==> src/rtl/core/binom_pkg.sv <==
`default_nettype none
package binom_pkg;

  // Running value and coefficient width (C(34,17) fits in 32 bits).
  localparam int unsigned ACC_W  = 32;
  localparam int unsigned IDX_W  = 6;
  // acc * n never exceeds 32 + 6 bits.
  localparam int unsigned PROD_W = ACC_W + IDX_W;
  localparam int unsigned CNT_W  = 6;
  localparam logic [CNT_W-1:0] DIV_LAST = CNT_W'(PROD_W - 1);

  typedef enum logic [2:0] {
    ST_IDLE,
    ST_CHECK,
    ST_MUL,
    ST_DIV,
    ST_NEXT,
    ST_DONE
  } state_t;

  typedef struct packed {
    logic load;
    logic mul;
    logic div_step;
    logic advance;
  } dp_cmd_t;

  typedef struct packed {
    logic special;
    logic steps_done;
    logic div_done;
  } dp_sts_t;

endpackage
`default_nettype wire

==> src/rtl/core/binom_ctrl.sv <==
`default_nettype none
module binom_ctrl
  import binom_pkg::*;
(
  input  wire logic    clk,
  input  wire logic    rst,
  input  wire logic    start,
  input  wire dp_sts_t sts,
  output dp_cmd_t      cmd,
  output logic         busy,
  output logic         done
);

  state_t state, state_next;

  always_ff @(posedge clk) begin
    if (rst) begin
      state <= ST_IDLE;
    end else begin
      state <= state_next;
    end
  end

  always_comb begin
    state_next = state;
    cmd        = '0;
    busy       = 1'b1;
    done       = 1'b0;
    case (state)
      ST_IDLE: begin
        busy = 1'b0;
        if (start) begin
          cmd.load   = 1'b1;
          state_next = ST_CHECK;
        end
      end
      ST_CHECK: begin
        if (sts.special || sts.steps_done) begin
          state_next = ST_DONE;
        end else begin
          state_next = ST_MUL;
        end
      end
      ST_MUL: begin
        cmd.mul    = 1'b1;
        state_next = ST_DIV;
      end
      ST_DIV: begin
        cmd.div_step = 1'b1;
        if (sts.div_done) begin
          state_next = ST_NEXT;
        end
      end
      ST_NEXT: begin
        cmd.advance = 1'b1;
        state_next  = ST_CHECK;
      end
      ST_DONE: begin
        done       = 1'b1;
        state_next = ST_IDLE;
      end
      default: begin
        state_next = ST_IDLE;
      end
    endcase
  end

endmodule
`default_nettype wire

==> src/rtl/core/binom_dp.sv <==
`default_nettype none
module binom_dp
  import binom_pkg::*;
#(
  parameter int unsigned MAX_N = 34
) (
  input  wire logic             clk,
  input  wire logic [IDX_W-1:0] n_value,
  input  wire logic [IDX_W-1:0] k_value,
  input  wire dp_cmd_t          cmd,
  output dp_sts_t               sts,
  output logic [ACC_W-1:0]      coefficient,
  output logic                  overflow
);

  logic [ACC_W-1:0]  acc;
  logic [IDX_W-1:0]  n_cur;
  logic [IDX_W-1:0]  idx;
  logic [IDX_W-1:0]  k_reg;
  logic [IDX_W-1:0]  rem;
  logic [PROD_W-1:0] quo;
  logic [CNT_W-1:0]  cnt;
  logic              zero_case;
  logic              sat_case;
  logic              ovf;

  logic [PROD_W-1:0] product;
  logic [IDX_W:0]    trial;
  logic              fits;

  assign product = PROD_W'(acc) * PROD_W'(n_cur);
  assign trial   = {rem, quo[PROD_W-1]};
  assign fits    = trial >= {1'b0, idx};

  always_ff @(posedge clk) begin
    if (cmd.load) begin
      acc       <= ACC_W'(1);
      n_cur     <= n_value;
      k_reg     <= k_value;
      idx       <= IDX_W'(1);
      ovf       <= 1'b0;
      zero_case <= k_value > n_value;
      sat_case  <= (k_value <= n_value) && (n_value > IDX_W'(MAX_N));
    end
    if (cmd.mul) begin
      quo <= product;
      rem <= '0;
      cnt <= '0;
    end
    // one restoring step per cycle, divisor is the step index
    if (cmd.div_step) begin
      rem <= fits ? IDX_W'(trial - {1'b0, idx}) : trial[IDX_W-1:0];
      quo <= {quo[PROD_W-2:0], fits};
      cnt <= cnt + CNT_W'(1);
    end
    if (cmd.advance) begin
      acc   <= quo[ACC_W-1:0];
      ovf   <= ovf | (|quo[PROD_W-1:ACC_W]);
      n_cur <= n_cur - IDX_W'(1);
      idx   <= idx + IDX_W'(1);
    end
  end

  assign sts.special    = zero_case | sat_case;
  assign sts.steps_done = idx > k_reg;
  assign sts.div_done   = cnt == DIV_LAST;

  always_comb begin
    if (zero_case) begin
      coefficient = '0;
      overflow    = 1'b0;
    end else if (sat_case || ovf) begin
      coefficient = '1;
      overflow    = 1'b1;
    end else begin
      coefficient = acc;
      overflow    = 1'b0;
    end
  end

endmodule
`default_nettype wire

==> src/rtl/core/binomial_coefficient.sv <==
`default_nettype none
// Channel   Ports                   Handshake
// input     n_value, k_value        word taken when start && !busy
// result    coefficient, overflow   word valid for the one cycle done is high
//
// A job with k > n or n > MAX_N skips the loop; otherwise the loop runs k times.
// Each loop step is a multiply, a restoring divide (one quotient bit per cycle
// over the 38-bit product), an update and a test.
// Reset is synchronous and returns the controller to idle.
// The receiver cannot stall; busy stays high until the result cycle ends.
module binomial_coefficient
  import binom_pkg::*;
#(
  parameter int unsigned MAX_N = 34
) (
  input  wire logic             clk,
  input  wire logic             rst,
  input  wire logic             start,
  input  wire logic [IDX_W-1:0] n_value,
  input  wire logic [IDX_W-1:0] k_value,
  output logic                  busy,
  output logic                  done,
  output logic [ACC_W-1:0]      coefficient,
  output logic                  overflow
);

  dp_cmd_t cmd;
  dp_sts_t sts;

  // Sequence the load, multiply, divide and advance commands.
  binom_ctrl u_ctrl (
    .clk   (clk),
    .rst   (rst),
    .start (start),
    .sts   (sts),
    .cmd   (cmd),
    .busy  (busy),
    .done  (done)
  );

  // Hold the running value; multiply by n, divide exactly by the step index.
  binom_dp #(
    .MAX_N (MAX_N)
  ) u_dp (
    .clk         (clk),
    .n_value     (n_value),
    .k_value     (k_value),
    .cmd         (cmd),
    .sts         (sts),
    .coefficient (coefficient),
    .overflow    (overflow)
  );

`ifndef SYNTHESIS
  // A taken word always starts work in the next cycle.
  a_start_busy: assert property (@(posedge clk) disable iff (rst)
    start && !busy |=> busy)
    else $error("accepted word did not raise busy");

  // The result cycle ends the job.
  a_done_idle: assert property (@(posedge clk) disable iff (rst)
    done |=> !busy && !done)
    else $error("busy or done held after result");

  // A result only appears while a job is open.
  a_done_busy: assert property (@(posedge clk) disable iff (rst)
    done |-> busy)
    else $error("result strobe outside a job");

  // Saturation always drives all ones.
  a_sat_ones: assert property (@(posedge clk) disable iff (rst)
    done && overflow |-> coefficient == '1)
    else $error("overflow without saturated coefficient");
`endif

endmodule
`default_nettype wire
==> config.mk <==
export PLATFORM = sky130hd
export DESIGN_NAME = binomial_coefficient
export DESIGN_NICKNAME = d
export VERILOG_FILES = /design/src/rtl/core/binom_pkg.sv /design/src/rtl/core/binom_ctrl.sv /design/src/rtl/core/binom_dp.sv /design/src/rtl/core/binomial_coefficient.sv
export SDC_FILE = /design/constraint.sdc
export NUM_CORES = 1
export LEC_CHECK = 0
export BUFFER_PORTS_ARGS = -buffer_cell sky130_fd_sc_hd__buf_2
export CAP_MARGIN = 10
export CORE_UTILIZATION = 50
export DETAILED_ROUTE_END_ITERATION = 8
export PLACE_DENSITY = 0.76
export SLEW_MARGIN = 20
export SYNTH_ARGS = -nofsm -noshare
export SYNTH_HDL_FRONTEND = slang
export SYNTH_SLANG_ARGS = --single-unit
==> constraint.sdc <==
create_clock -name clk -period 4.1 [get_ports clk]
set_input_delay 0.615 -clock clk [delete_from_list [all_inputs] [get_ports clk]]
set_output_delay 0.615 -clock clk [all_outputs]
set_load 0.005 [all_outputs]
==> impl_metrics.json <==
{
  "worstMarginPinSlew_ns": 1.159,
  "cp_max_fo": 4,
  "maxCapViolCount": 0,
  "hold_path.class": "input port to register",
  "clockRootBuffer": "clkbuf_16",
  "synth_most_common_cell": "inv_1",
  "final.period_utilization_pct": 115.1,
  "critPathRequiredTime_ns": 4.20,
  "vias_per_cell": 5.842,
  "largest_register_ffs": 38,
  "postCtsHoldBufs": 0,
  "cts_tree": "done",
  "drt_iter0_markers": 1012,
  "design_area_sq_um": 14900,
  "violations": "setup timing",
  "place_area_sq_um": 13450,
  "drt-pass1-iter-count": 6,
  "finClkSkew_ns": 0.007958,
  "slew-limit-headroom_pct": 22.71,
  "cp-end-kind": "register",
  "drive_gt1_share_pct": 28.79,
  "largest-register": "u_dp.quo",
  "syn_area_sq_um": 11550,
  "post-route-util_pct": 65.82,
  "finalWirelength_mm": 35.47,
  "row_count": 55,
  "ys_types": 71,
  "clk_pin_slew_ns": 0.08,
  "holdWs_ns": 0.4431,
  "rsz0062_at_grt": "yes",
  "netlist_instances": 1271,
  "port_buffers": 49,
  "drc_errors": 0,
  "yosysWarnings": 0,
  "grt_pass1_wl_mm": 55.54,
  "synth_edf_count": 103,
  "worstPathArrival_ns": 4.82,
  "die_area_sq_um": 23700,
  "die_h_um": 154.0,
  "min_period_ns": 4.721,
  "clockBufferDepth": 2,
  "antenna_cells": 0,
  "io_pins": 50,
  "dp_hpwl_mm": 23.64,
  "start_kind": "register",
  "synthFlopType": "edfxtp_1",
  "antenna_found_initial": 0,
  "gp_congestion": 0.9771,
  "netlist_top_cells_count": "inv_1, and2_1, fa_1, nor2_1, edfxtp_1",
  "track_usage_pct": 30.08,
  "initial_utilization_pct": 51.00,
  "syn_nets": 1476,
  "final_hold_viol_count": 0,
  "synth_top_cell_area_share_pct": 26.79,
  "clk_latency_ns": 0.36,
  "syn_area_per_cell_sq_um": 9.084,
  "cts_num_sinks": 106,
  "crit_type": "register to register",
  "post-synth-top-area-cell": "edfxtp_1",
  "fmax_mhz": 211.8,
  "avgRoutedWirePerCell_um": 20.14,
  "htree_levels": 3,
  "ys_ff_latch": 106,
  "synthToLayoutAreaGrowth_pct": 29.07,
  "fin_nets": 1676,
  "grt.overflow.total": 0,
  "yosys-top-cells-area": "edfxtp_1, fa_1, ha_1, inv_1, and2_1",
  "outcome": "finished with violations",
  "num_vias": 10290,
  "core_area_sq_um": 22640,
  "async_reset_ff_share_pct": 0,
  "cts_inserted_buffers": 9,
  "finalSetupViolCount": 26,
  "top_regs": "u_dp.quo: 38 flops, u_dp.acc: 32 flops",
  "grt_max_degree": 36,
  "setup_ws_ns": -0.6206,
  "die-width_um": 154.0,
  "ant_nets": 0,
  "drv_slew": 0,
  "grt_pass1_vias": 10840,
  "ys_seq_area_share_pct": 27.31
}
[worst max-delay path, stage by stage, from the launching register on]
cell and delay, ns:
edfxtp_1 0.44, buf_12 0.18, clkinvlp_4 0.09, buf_6 0.14, buf_6 0.10, nor2_4 0.03
fa_1 0.51, fa_1 0.52, inv_2 0.05, fa_1 0.56, inv_2 0.06, ha_4 0.31
buf_6 0.12, nand4_1 0.15, o211ai_1 0.20, a31oi_1 0.20, o31a_1 0.30, o311ai_1 0.36
nand3_1 0.14
[final cells by class]
type                       count  area (sq um)
clock buffer                   9         225.2
clock inverter                 7         101.3
fill                        1622          7737
inverter                     223         849.6
multi-input combinational    884          8227
sequential                   106          3153
tap                          285         356.6
timing repair buffer         246          1983
timing repair inverter         1         7.507
[through the flow]
step	setup TNS (ns)	worst slack (ns)	instances
2_1_floorplan	-0.3519	-0.1142	1271
3_3_place_gp	-5.424	-0.3266	1706
3_5_place_dp	-7.241	-0.4560	1706
4_1_cts	-4.903	-0.3541	1749
5_1_grt	-12.67	-0.7337	1761
6_report	-9.468	-0.6206	1761
[metal layers]
| metal | GRT usage, % | vias to the layer above | part of all wire, % | routed length [um] |
|---|---|---|---|---|
| li1 | - | 4545 | - | - |
| met1 | 35.66 | 5056 | 37 | 13240 |
| met2 | 52.81 | 525 | 51 | 17990 |
| met3 | 4.622 | 161 | 6.7 | 2378 |
| met4 | 15.57 | 0 | 5.2 | 1861 |
| met5 | 0 | - | 0 | 0 |
[logic make-up (layout without fill, tap and decap cells)]
group | after synthesis | in the layout | share of synthesized area (%)
AOI/OAI and AO/OA | 225 | 225 | 12.78
xor gates and xnor gates | 38 | 38 | 2.883
adders and majority gates | 190 | 190 | 28.52
buffers and inverters | 281 | 486 | 9.254
DFF | 106 | 106 | 27.31
muxes | 4 | 4 | 0.3468
and+or+nand+nor | 427 | 427 | 18.91
[path summary, 6_finish.rpt]
kind,startpoint,to,slack [ns],cells after the start
worst min register to register,u_dp.quo[2],u_dp.quo[3],0.54,2
worst max register to register,u_dp.n_cur[0],u_dp.quo[37],-0.62,18
worst min-delay path,rst,u_ctrl.state[0],0.44,2
worst max-delay path,u_dp.n_cur[0],u_dp.quo[37],-0.62,18
[layout by cell type, fill, tap and decap left out, types with 24 or more instances in the layout]
cell / Yosys / layout
inv_1: 223 / 205
buf_4: 0 / 159
fa_1: 122 / 120
and2_1: 124 / 109
nor2_1: 119 / 108
edfxtp_1: 103 / 103
nand2_1: 69 / 63
o21ai_0: 70 / 58
buf_2: 11 / 49
a21oi_1: 63 / 44
ha_1: 68 / 44
and3_1: 37 / 37
buf_6: 0 / 25
ha_4: 0 / 24
[timing repair]
item | 4_1_cts | 5_1_grt
buffers inserted | 25 | 13
resized for setup | 143 | 37
endpoints found under the setup margin | 26 | 28
pin swaps | 89 | 66
gates cloned | 2 | 0
Power is not shown: default switching activity piles up to over one toggle a cycle in this logic, so the estimate is an artifact.
